===== config.mk =====
export PLATFORM = sky130hd
export DESIGN_NAME = octal_fraction_to_decimal
export DESIGN_NICKNAME = d
export VERILOG_FILES = /design/src/design/ofd_pkg.sv /design/src/design/ofd_cell.sv /design/src/design/octal_fraction_to_decimal.sv
export SDC_FILE = /design/constraint.sdc
export NUM_CORES = 1
export LEC_CHECK = 0
export BUFFER_PORTS_ARGS = -buffer_cell sky130_fd_sc_hd__buf_2
export CAP_MARGIN = 30
export CORE_MARGIN = 1
export CORE_UTILIZATION = 55
export CTS_CLUSTER_DIAMETER = 30
export DETAILED_ROUTE_END_ITERATION = 10
export PLACE_DENSITY = 0.77
export RECOVER_POWER = 25
export SLEW_MARGIN = 20
export SYNTH_ARGS = -nofsm -noshare
export SYNTH_HDL_FRONTEND = slang
export SYNTH_SLANG_ARGS = --single-unit
export TNS_END_PERCENT = 20

===== constraint.sdc =====
create_clock -name clock -period 3.78 [get_ports clock]
set_input_delay 0.756 -clock clock [delete_from_list [all_inputs] [get_ports clock]]
set_output_delay 0.756 -clock clock [all_outputs]
set_load 0.03 [all_outputs]

===== src/design/ofd_pkg.sv =====
// ----------------------------------------------------------------------------
// ofd_pkg
// Shared types and constants for the octal fraction to decimal converter.
// ----------------------------------------------------------------------------
`default_nettype none

package ofd_pkg;

   // Number of octal digit cells in the chain
   localparam int MAX_OCTAL_DIGITS = 49;
   localparam int LOAD_POS_W       = $clog2(MAX_OCTAL_DIGITS + 1);
   localparam int CELL_IDX_W       = (MAX_OCTAL_DIGITS > 1) ? $clog2(MAX_OCTAL_DIGITS) : 1;

   // Request commands
   typedef enum logic [1:0] {
      CMD_CLEAR = 2'd0,
      CMD_LOAD  = 2'd1,
      CMD_EMIT  = 2'd2
   } command_type;

   // Controller state
   typedef enum logic {
      ST_IDLE = 1'b0,
      ST_RUN  = 1'b1
   } state_type;

   typedef struct packed {
      command_type command;
      logic [2:0]  octal_digit;
   } req_type;

   typedef struct packed {
      logic [3:0] decimal_digit;
      logic       last;
   } rsp_type;

   // Per-cell control from the controller
   typedef struct packed {
      logic       clear;
      logic       write;
      logic [2:0] digit;
   } cell_ctl_type;

   // Data handed from one cell to its more significant neighbor
   typedef struct packed {
      logic       token;
      logic [3:0] carry;
      logic       zero;
   } link_type;

endpackage

`default_nettype wire


===== src/design/ofd_cell.sv =====
// ----------------------------------------------------------------------------
// ofd_cell
// One octal digit position. When the token arrives it multiplies its digit
// by ten, adds the incoming carry and hands the new carry to its neighbor.
// ----------------------------------------------------------------------------
`default_nettype none

module ofd_cell (
   input  wire logic               clock,
   input  wire logic               reset,
   input  wire ofd_pkg::cell_ctl_type ctl,
   input  wire ofd_pkg::link_type  link_in,
   output ofd_pkg::link_type       link_out
);

   logic [2:0]        digit_ff, digit_in;
   ofd_pkg::link_type link_ff, link_in_nx;
   logic [6:0]        prod;

   // digit * 10 + carry, at most 79
   assign prod = {1'b0, digit_ff, 3'b000} + {3'b000, digit_ff, 1'b0} + {3'b000, link_in.carry};

   always_comb begin
      digit_in = digit_ff;
      if (ctl.clear) begin
         digit_in = 3'd0;
      end else if (ctl.write) begin
         digit_in = ctl.digit;
      end else if (link_in.token) begin
         digit_in = prod[2:0];
      end
      link_in_nx.token = link_in.token;
      link_in_nx.carry = prod[6:3];
      link_in_nx.zero  = link_in.zero & (prod[2:0] == 3'd0);
   end

   always_ff @(posedge clock) begin
      if (reset) begin
         digit_ff      <= 3'd0;
         link_ff.token <= 1'b0;
      end else begin
         digit_ff      <= digit_in;
         link_ff.token <= link_in_nx.token;
      end
      link_ff.carry <= link_in_nx.carry;
      link_ff.zero  <= link_in_nx.zero;
   end

   assign link_out = link_ff;

endmodule

`default_nettype wire


===== src/design/octal_fraction_to_decimal.sv =====
// ----------------------------------------------------------------------------
// octal_fraction_to_decimal
// Exact conversion of an octal fraction into decimal digits, one per emit.
// ----------------------------------------------------------------------------
// Usage:
//   req channel carries a command and an octal digit. Clear empties the store,
//   load appends a digit (most significant first, ignored once 49 are held),
//   emit multiplies the stored fraction by ten and returns the integer part on
//   the rsp channel with a last flag that marks a fraction now zero.
//   Clear and load return nothing.
//   An emit's result is registered once the token has crossed the chain: a
//   token enters the least significant of the 49 digit cells at the accepting
//   edge and steps from cell to cell, carrying the times-ten carry, and the
//   edge after the most significant cell registers the result. The next
//   request is taken from the following cycle; no request is taken mid-emit.
//   The result sits in an output register; clear and load requests are still
//   taken while it waits. A new emit is held off until the waiting result is
//   taken, or is taken in the same cycle.
//   Reset (synchronous, active high) zeroes all digits and the load position
//   and drops rsp_valid.
// ----------------------------------------------------------------------------
`default_nettype none

module octal_fraction_to_decimal (
   input  wire logic            clock,
   input  wire logic            reset,
   input  wire logic            req_valid,
   output logic                 req_ready,
   input  wire ofd_pkg::req_type req_data,
   output logic                 rsp_valid,
   input  wire logic            rsp_ready,
   output ofd_pkg::rsp_type     rsp_data
);

   localparam int N = ofd_pkg::MAX_OCTAL_DIGITS;

   ofd_pkg::state_type          state_ff, state_in;
   logic [ofd_pkg::LOAD_POS_W-1:0] load_pos_ff, load_pos_in;
   logic                        rsp_valid_ff, rsp_valid_in;
   ofd_pkg::rsp_type            rsp_data_ff, rsp_data_in;

   logic                        req_fire;
   logic                        do_clear, do_load, do_emit;
   logic                        store_full;
   ofd_pkg::link_type           link [0:N];
   ofd_pkg::cell_ctl_type       ctl  [0:N-1];

   // Request decode
   assign req_fire   = req_valid & req_ready;
   assign do_clear   = req_fire & (req_data.command == ofd_pkg::CMD_CLEAR);
   assign do_load    = req_fire & (req_data.command == ofd_pkg::CMD_LOAD);
   assign do_emit    = req_fire & (req_data.command == ofd_pkg::CMD_EMIT);
   assign store_full = (load_pos_ff == ofd_pkg::LOAD_POS_W'(N));

   // Token enters at the least significant cell with no carry
   assign link[N].token = do_emit;
   assign link[N].carry = 4'd0;
   assign link[N].zero  = 1'b1;

   // Row of digit cells; cell 0 is the most significant
   for (genvar i = 0; i < N; i++) begin : g_cell
      assign ctl[i].clear = do_clear;
      assign ctl[i].write = do_load & ~store_full &
                            (load_pos_ff[ofd_pkg::CELL_IDX_W-1:0] ==
                             ofd_pkg::CELL_IDX_W'(i));
      assign ctl[i].digit = req_data.octal_digit;

      ofd_cell u_cell (
         .clock    (clock),
         .reset    (reset),
         .ctl      (ctl[i]),
         .link_in  (link[i+1]),
         .link_out (link[i])
      );
   end

   // Controller: next state, ready and result capture
   always_comb begin
      state_in     = state_ff;
      load_pos_in  = load_pos_ff;
      rsp_valid_in = rsp_valid_ff & ~rsp_ready;
      rsp_data_in  = rsp_data_ff;
      req_ready    = 1'b0;
      case (state_ff)
         ofd_pkg::ST_IDLE: begin
            req_ready = (req_data.command != ofd_pkg::CMD_EMIT) | ~rsp_valid_ff | rsp_ready;
            if (do_emit) begin
               state_in = ofd_pkg::ST_RUN;
            end
         end
         ofd_pkg::ST_RUN: begin
            if (link[0].token) begin
               state_in                  = ofd_pkg::ST_IDLE;
               rsp_valid_in              = 1'b1;
               rsp_data_in.decimal_digit = link[0].carry;
               rsp_data_in.last          = link[0].zero;
            end
         end
         default: begin
            state_in = ofd_pkg::ST_IDLE;
         end
      endcase
      if (do_clear) begin
         load_pos_in = '0;
      end else if (do_load & ~store_full) begin
         load_pos_in = load_pos_ff + ofd_pkg::LOAD_POS_W'(1);
      end
   end

   always_ff @(posedge clock) begin
      if (reset) begin
         state_ff     <= ofd_pkg::ST_IDLE;
         load_pos_ff  <= '0;
         rsp_valid_ff <= 1'b0;
      end else begin
         state_ff     <= state_in;
         load_pos_ff  <= load_pos_in;
         rsp_valid_ff <= rsp_valid_in;
      end
      rsp_data_ff <= rsp_data_in;
   end

   assign rsp_valid = rsp_valid_ff;
   assign rsp_data  = rsp_data_ff;

endmodule

`default_nettype wire


==> Word-level counts from Yosys, hierarchy flattened <==
Cells that the tools add are included.
{ "word_totals": {"elab_cells": 666, "reg_bits": 454, "input_bits": 9, "out_inout_bits": 7} }
{ "classes": {"add_sub_neg": 98, "eq_ne": 52, "n_mux": 104, "n_bitwise": 109, "reduce_logical": 102} }
{ "ops": {"columns": ["operator", "n"], "rows": [
  ["adder 6 x 4 -> 7 bit", 49],
  ["adder 7 x 4 -> 7 bit", 48],
  ["2-to-1 mux 3 bit", 98],
  ["zero test 3 bit", 49],
  ["equality test 6 bit (second input constant)", 18],
  ["AND 1 bit", 103],
  ["nonzero test 2 bit", 49],
  ["equality test 6 x 5 -> 1 bit (second input constant)", 16],
  ["equality test 6 x 4 -> 1 bit (second input constant)", 8],
  ["equality test 6 x 3 -> 1 bit (second input constant)", 4],
  ["equality test 6 x 2 -> 1 bit (second input constant)", 2],
  ["adder 6 x 1 -> 6 bit (second input constant)", 1],
  ["equality test 6 x 1 -> 1 bit (second input constant)", 1],
  ["zero test 6 bit", 1],
  ["2-to-1 mux 1 bit", 5],
  ["inverter 1 bit", 4],
  ["equality test 2 x 1 -> 1 bit (second input constant)", 1],
  ["equality test 2 bit (second input constant)", 1],
  ["zero test 2 bit", 1],
  ["!= test 2 bit (second input constant)", 1],
  ["bitwise OR 1 bit", 2],
  ["one-hot mux 1 bit (2 select lines)", 1],
  ["AND reduction 2 bit", 1],
  ["OR reduction 2 bit", 1]
]} }

==> Logic depth before layout (Yosys ltp) <==
Gate-level depths: netlist of run 1.
{ "depth": {"word_depth": 9, "mapped_depth": 7, "mapped_depth_nobuf": 7} }

==> Modules after synthesis <==
A second synthesis of run 1 with hierarchy kept.
{ "hier_totals": {"hier_cells": 2279, "area_unflattened_um2": 23610.1} }
{ "by_module_without_submodules": {"columns": ["mod", "area_per_inst_um2", "seq_area_each_um2", "instances", "cells_each"], "rows": [
  ["ofd_cell at g_cell[0].u_cell ...", 462.9, 180.2, 46, 44],
  ["ofd_cell at g_cell[7].u_cell ...", 447.9, 180.2, 3, 40],
  ["octal_fraction_to_decimal", 970.9, 310.3, 1, 135]
]} }

==> Worst setup path before layout of run 1 <==
Ideal clock, no wire load.
{ "synth_path": {"path_type": "input to output", "from": "in req_data[4] (netlist bit)", "to": "out req_ready", "required_time_ns": 3.024, "path_buffers": 0, "t_arrival_ns": 1.431, "setup_slack_ns": 1.593, "cell_stages": 2, "cell_sequence": "nor2b_1 > a31oi_1"} }
{ "synth_between": {"elab_chain_cells": 4} }
{ "synth_lines": {"columns": ["element", "line", "text"], "rows": [
  ["start, declared", "octal_fraction_to_decimal.sv:29", "input wire ofd_pkg::req_type req_data,"],
  ["!= test 2 bit", "octal_fraction_to_decimal.sv:86", "req_ready = (req_data.command != ofd_pkg::CMD_EMIT) | ~rsp_valid_ff | rsp_ready;"],
  ["bitwise OR 1 bit (2 in a row)", "octal_fraction_to_decimal.sv:86", null],
  ["2-to-1 mux 1 bit", "octal_fraction_to_decimal.sv:84", "case (state_ff)"],
  ["end, declared", "octal_fraction_to_decimal.sv:28", "output logic req_ready,"]
]} }
Every way passes these cells.

==> Final worst setup path of run 1 <==
{ "layout_path": {"from": "reg load_pos_ff[4] (netlist bit)", "to": "reg g_cell[9].u_cell.digit_ff[1]"} }
{ "layout_between": {"elab_chain_cells": 5, "elab_cells_between_ends": 7, "classes_between": "eq/ne (2); mux (1); bitwise (3); reduce/logical (1)"} }
{ "layout_lines": {"columns": ["element", "line", "text"], "rows": [
  ["start, declared", "octal_fraction_to_decimal.sv:38", "logic [ofd_pkg::LOAD_POS_W-1:0] load_pos_ff, load_pos_in;"],
  ["start signal, assigned", "octal_fraction_to_decimal.sv:117", "load_pos_ff <= load_pos_in;"],
  ["equality test 6 bit", "octal_fraction_to_decimal.sv:53", "assign store_full = (load_pos_ff == ofd_pkg::LOAD_POS_W'(N));"],
  ["inverter 1 bit", "octal_fraction_to_decimal.sv:63", "assign ctl[i].write = do_load & ~store_full &"],
  ["AND 1 bit", "octal_fraction_to_decimal.sv:63", null],
  ["AND 1 bit (*)", "octal_fraction_to_decimal.sv:63", null],
  ["2-to-1 mux 3 bit or nonzero test 2 bit (tied branches)", null, null],
  ["end signal, assigned", "ofd_cell.sv:42", "digit_ff <= digit_in;"],
  ["end, declared", "ofd_cell.sv:16", "logic [2:0] digit_ff, digit_in;"]
]} }
Every way passes the cells marked *; elsewhere a longest branch is shown, timed or not.
A chain may end at the register's enable or synchronous reset.

==> results of run 1 <==
critical path, delay by kind of cell (launching register included):
kind            cells  cell delay, ns
buf+inv             2            1.40
compound gates      2            0.44
flops               1            0.84
simple gates        1            0.20
cell families after synthesis:
group,count (synthesis),synth area share (%)
buffers and inverters,376,6.43
muxes,56,2.50
adders and majority gates,370,23.9
xor gates and xnor gates,101,3.94
and+or+nand+nor,412,10.8
AOI/OAI and AO/OA,398,11.8
DFF,454,40.7
sequential cells by signal, indices dropped and copies added, names as in the netlist:
name,cells
state_ff,1
load_pos_ff,6
rsp_data,5
g_cell.u_cell.digit_ff,147
g_cell.u_cell.link_out,294
rsp_valid,1
layer usage:
metal,up-vias,global-route usage [%],routed length [um]
met5,-,0,0
met4,0,10.6,1670
met3,142,4.91,2470
met1,7682,30.0,21400
li1,7608,-,-
met2,387,40.4,23200
final cells by class:
type / instances / area share, %
multi-input cells: 1337 / 45.4
repair buffers: 25 / 0.608
clock inverters: 57 / 2.75
inverters: 311 / 4.47
clock buffers: 108 / 9.30
well taps: 525 / 2.51
flip-flops and latches: 454 / 35.0
placed cells by master, fill, tap and decap left out, drive strengths merged, types with 60 or more instances in the layout:
| cell | synthesis | routed |
|---|---|---|
| dfxtp | 449 | 449 |
| inv | 310 | 322 |
| ha | 274 | 274 |
| a21oi | 120 | 120 |
| clkbuf | 39 | 110 |
| o21ai | 98 | 98 |
| fa | 96 | 96 |
| xnor2 | 75 | 75 |
| nand2b | 73 | 73 |
| o2111ai | 68 | 68 |
| nor2b | 63 | 63 |
| nand2 | 60 | 60 |
path summary, 6_finish.rpt:
kind	to	startpoint	slack (ns)
worst max-delay path	g_cell[9].u_cell.digit_ff[1]	load_pos_ff[4]	0.69
worst min-delay path	rsp_data[4]	g_cell[0].u_cell.link_out[4]	0.40
worst max register to register	g_cell[9].u_cell.digit_ff[1]	load_pos_ff[4]	0.69
worst min register to register	rsp_data[4]	g_cell[0].u_cell.link_out[4]	0.40
power by group:
group	internal, W	switching (W)
sequential	0.00490	0.0000321
combinational	0.0000822	0.000172
clock	0.00543	0.00268
total	0.0104	0.00288
through the flow:
step	setup slack, ns	instance area (um2)	total power (W)
after floorplan	1.59	22400	0.00517
after global placement	0.866	23000	0.00526
after detailed placement	0.751	23000	0.00527
after CTS	0.806	26100	0.0134
after global routing	0.561	26100	0.0136
final	0.693	26100	0.0133
==> impl_results.md, run 1 <==
* Vias in the first global route at ~17000
* Syn Nets at 2546
* Worst rel slew slack at -1.40%
* CP cell instances: clkinv_1 > nand3_2 > buf_4 > o21ai_0 > o311a_1
* Final Non-Filler Cells at 2817
* Clock skew at ~0.022 ns
* Die Width at roughly 200 um
* Synth top area cells: dfxtp_1 (40%), ha_1 (15%), fa_1 (8.6%), inv_1 (5.2%), xnor2_1 (2.9%)
* #FFs+latches synth at 454
* WHS at around 0.4 ns
* Post-synth ARST share at 0%
* Hold Crit Depth at 0
* Mapped Cells at ~2200
* Total global routing overflow at 0
* Worst-margin pin slew at around 1.5 ns
* Io pins at 16
* Routed len/inst at 17.3 um
* Hold Crit Class: reg2reg
* Clk sinks at about 450
* Final Hold Fails at 0
* Total Wirelength at 48800 um
* Layout filler cell count at 2947
* Port-buffer cells at 15
* Fin nets at 2598
* DR vias/cell at 5.62
* Total iterations of the first detailed-routing run at 5
* Synth cell types at 47
* DR iter-0 viols at between 800 and 900
* Maximum VDD drop at 0.472 mV
* Core area at 40000 um2
* Fin crit period at 3.09 ns
* Power Dens Cells at 509 nW/um2
* Leakage at 12.1 nW
* FF+latch area at 9140 um2
* Largest net degree at the start of global routing at 81
* Total Routing Usage GR at roughly 24%
* DRC Markers at 0
* Crit Path Class: reg2reg
* Post-layout util at 65.3%
* Placer's final routability congestion estimate at 0.831
* Setup Buffers After CTS at 0
* Top-area cell type share of the netlist area at about two fifths
* Post-CTS sizing at 0
* Crit path arrival time at between 3 and 4 ns
* Tcrit/Tclk final at 81.7%
* Initial antenna violation count at 0
* Largest area contributor in the netlist: dfxtp_1
* Setup violators final at 0
* CP max-delay cell: dfxtp_1
* Syn avg cell area at between 10 and 15 um2
* Placed cell count at 2652
* Detail Placement HPWL at 32400 um
* Clock tree root driver cell: clkbuf_16
* First-pass GRT wire length at 80800 um
* Post-synth EDFFs at 5
* Area delta synth->final at 16.5%
* CP max stage delay at approximately 0.84 ns
* Slew Limit Fails at 53
* CP startpoint kind: flip-flop
* Post-synthesis sequential area ratio at 40.7%
* Initial Util at 56.1%
* Clock buffer count from CTS at 90
* CTS tree: done
* Hold_buf cts at 0
* Rows at 73
* RSZ-0062 raised after global routing: false
* Worst skew pair latency at 0.62 ns
* Failing checks: capacitance limit, slew limit
* Required @ worst endpoint at 4.28 ns
* Setup crit end kind: flip-flop
* Htree depth at 3
* DR vias at 15800
* Clk buf depth at 3
* Post-synth top flop: dfxtp_1
* Most common cell in the netlist: dfxtp_1
* Clock slew at reported path FFs at 0.05 ns
* Netlist Area Pre-Place at 22400 um2
* Status: finished, violations left
* Synthesis Warnings at 0
* R2R depth at 5
* Die H at 204 um
* Die area at 41600 um2
* Max-cap viol count at 1
* Antenna diode instance count at 0
* Commonest cells post-synth: dfxtp_1 (449), inv_1 (310), ha_1 (274)
* Multi-input gate area at between 10000 and 15000 um2
* Layout cells sized above 1 at 8.16%
* Setup tns final at 0 ns
* ANT nets after route at 0
* Worst-path fanout max at 80
* Fmax achieved at 0.324 GHz
Note: power is estimated with default switching activity, not from simulation.
==> inputs of run 2 (changes only) <==
==> constraint.sdc (replaced) <==
create_clock -name clock -period 3.02 [get_ports clock]
set_input_delay 0.604 -clock clock [delete_from_list [all_inputs] [get_ports clock]]
set_output_delay 0.604 -clock clock [all_outputs]
set_load 0.03 [all_outputs]
==> run 2 against run 1 <==
The flow now finishes without violations. Critical path depth decreased by 2. Sequential share of layout area fell by 0.27 points. Global-route usage increased by 0.37 points. Worst setup slack lost 0.10 ns. Utilization grew 0.51 points. Sequential power grew 25%. Maximum frequency is 27% higher. Cell area up 0.78%. Non-clock buffer count is 11 higher. Flip-flop and latch count did not move. Worst hold slack lost 0.053 ns. Highest routed layer unchanged.
==> impl_results.md, run 2 (synthesis results as in run 1) <==
* Status: finished clean
* RSZ-0062 raised after global routing: false
* Reg power frac at 36.5%
* Setup Buffers After CTS at 0
* Setup violators final at 0
* Clock skew at 0.0211 ns
* Core area at 40000 um2
* Vias in the first global route at roughly 17000
* Antenna diode instance count at 0
* Placer's final routability congestion estimate at 0.860
* Clock slew at reported path FFs at 0.05 ns
* Setup WS pre-CTS at roughly 0.5 ns
* Worst-margin pin slew at about 1.4 ns
* Slew Limit Fails at 0
* Crit path arrival time at 2.94 ns
* Total iterations of the first detailed-routing run at 7
* Rows at 73
* DR iter-0 viols at 857
* Worst skew pair latency at a little over 0.6 ns
* Leakage at between 10 and 15 nW
* Routed len/inst at 17.3 um
* Clock tree root driver cell: clkbuf_16
* Largest net degree at the start of global routing at 81
* Required @ worst endpoint at 3.53 ns
* Clock buffer count from CTS at 95
* Comb pwr share at 1.9%
* Total global routing overflow at 0
* Most common cell after layout, fill and taps aside: dfxtp_1
* Hold Crit Class: in2reg
* Number of flip-flops in the largest register at roughly 290
* Worst-path fanout max at 29
* Maximum VDD drop at 0.605 mV
* Htree depth at 3
* Setup tns final at 0 ns
* Port-buffer cells at 15
* Clk buf depth at 3
* Psw at 0.00365 W
* Final Power at about 0.017 W
* Tcrit/Tclk final at 80.4%
* Io pins at 16
* CP startpoint kind: flip-flop
* WHS at approximately 0.35 ns
* Worst r2r src: load_pos_ff[2]
* DRC Markers at 0
* Die area at roughly 42000 um2
* Setup ws final at 0.591 ns
* Total Routing Usage GR at 24.5%
* Layout cells sized above 1 at 8.64%
* R2R Setup Slk at 0.59 ns
* Sw Ratio at between 20% and 30%
* Final Hold Fails at 0
* DR vias/cell at 5.58
* Clk sinks at 454
* Power Dens Cells at 642 nW/um2
* Fin crit period at 2.43 ns
* CTS tree: done
* ANT nets after route at 0
* Setup crit end kind: flip-flop
* Die Width at 204 um
* Die H at 204 um
* Post-layout util at between 60 and 70%
* Post-CTS sizing at 0
* Fin nets at 2614
* Worst rel slew slack at 6.79%
* First-pass GRT wire length at around 82000 um
* Layout filler cell count at 2957
* HP Start: rsp_ready
* Clk pwr share at between 60% and 70%
* CP startpoint: load_pos_ff[2]
* Total Wirelength at 49100 um
* Crit Path Class: reg2reg
* Hold_buf cts at 0
* Detail Placement HPWL at 32400 um
* Fmax achieved at 0.412 GHz
* Initial antenna violation count at 0
* Initial Util at a little under three fifths
* Internal power at roughly 0.013 W
* Max-cap viol count at 0
* DR vias at 15800
* Area delta synth->final at 17.4%
* Highest-count cells in the layout ignoring fill and taps: dfxtp_1 (449), inv_1 (310), ha_1 (274), a21oi_1 (120), fa_1 (96)
run 2: cell type report:
cell class / count / area (um2) / share of cell area [%]
well taps: 525 / 657 / 2.49
multi-input cells: 1337 / 11900 / 45.0
clock inverters: 61 / 743 / 2.82
flip-flops and latches: 454 / 9140 / 34.7
inverters: 311 / 1170 / 4.43
clock buffers: 115 / 2500 / 9.50
repair buffers: 36 / 267 / 1.01
run 2: path summary, 6_finish.rpt:
path,end,cells past startpoint
min reg2reg,g_cell[24].u_cell.link_out[0],1
min,rsp_valid,3
max reg2reg,g_cell[44].u_cell.digit_ff[0],3
max,g_cell[44].u_cell.digit_ff[0],3
run 2: power by group through the flow:
stage / Sequential [W] / Combinational [W] / Clock [W]
final: 0.00618 / 0.000327 / 0.0104
after global routing: 0.00618 / 0.000348 / 0.0109
after CTS: 0.00618 / 0.000323 / 0.0105
after detailed placement: 0.00628 / 0.000317 / 0
after global placement: 0.00628 / 0.000313 / 0
after floorplan: 0.00626 / 0.000206 / 0
run 2: stage by stage:
| stage | instances | area, um2 |
|---|---|---|
| after floorplan | 2167 | 22400 |
| after global placement | 2663 | 23100 |
| after detailed placement | 2663 | 23100 |
| after CTS | 2839 | 26300 |
| after global routing | 2839 | 26300 |
| final | 2839 | 26300 |
run 2: layer usage:
metal	part of all wire [%]	GRT usage, %	up-vias	routed length, um
met2	48	41.5	389	23600
met3	4.7	4.66	124	2330
met1	44	30.2	7663	21400
li1	-	-	7652	-
met5	0	0	-	0
met4	3.7	11.1	0	1800
run 2: worst max-delay path: stages (launching register included):
cell and delay (ns):
dfxtp_1 0.93, nand3_1 0.65, or2_2 0.51, a211oi_1 0.23
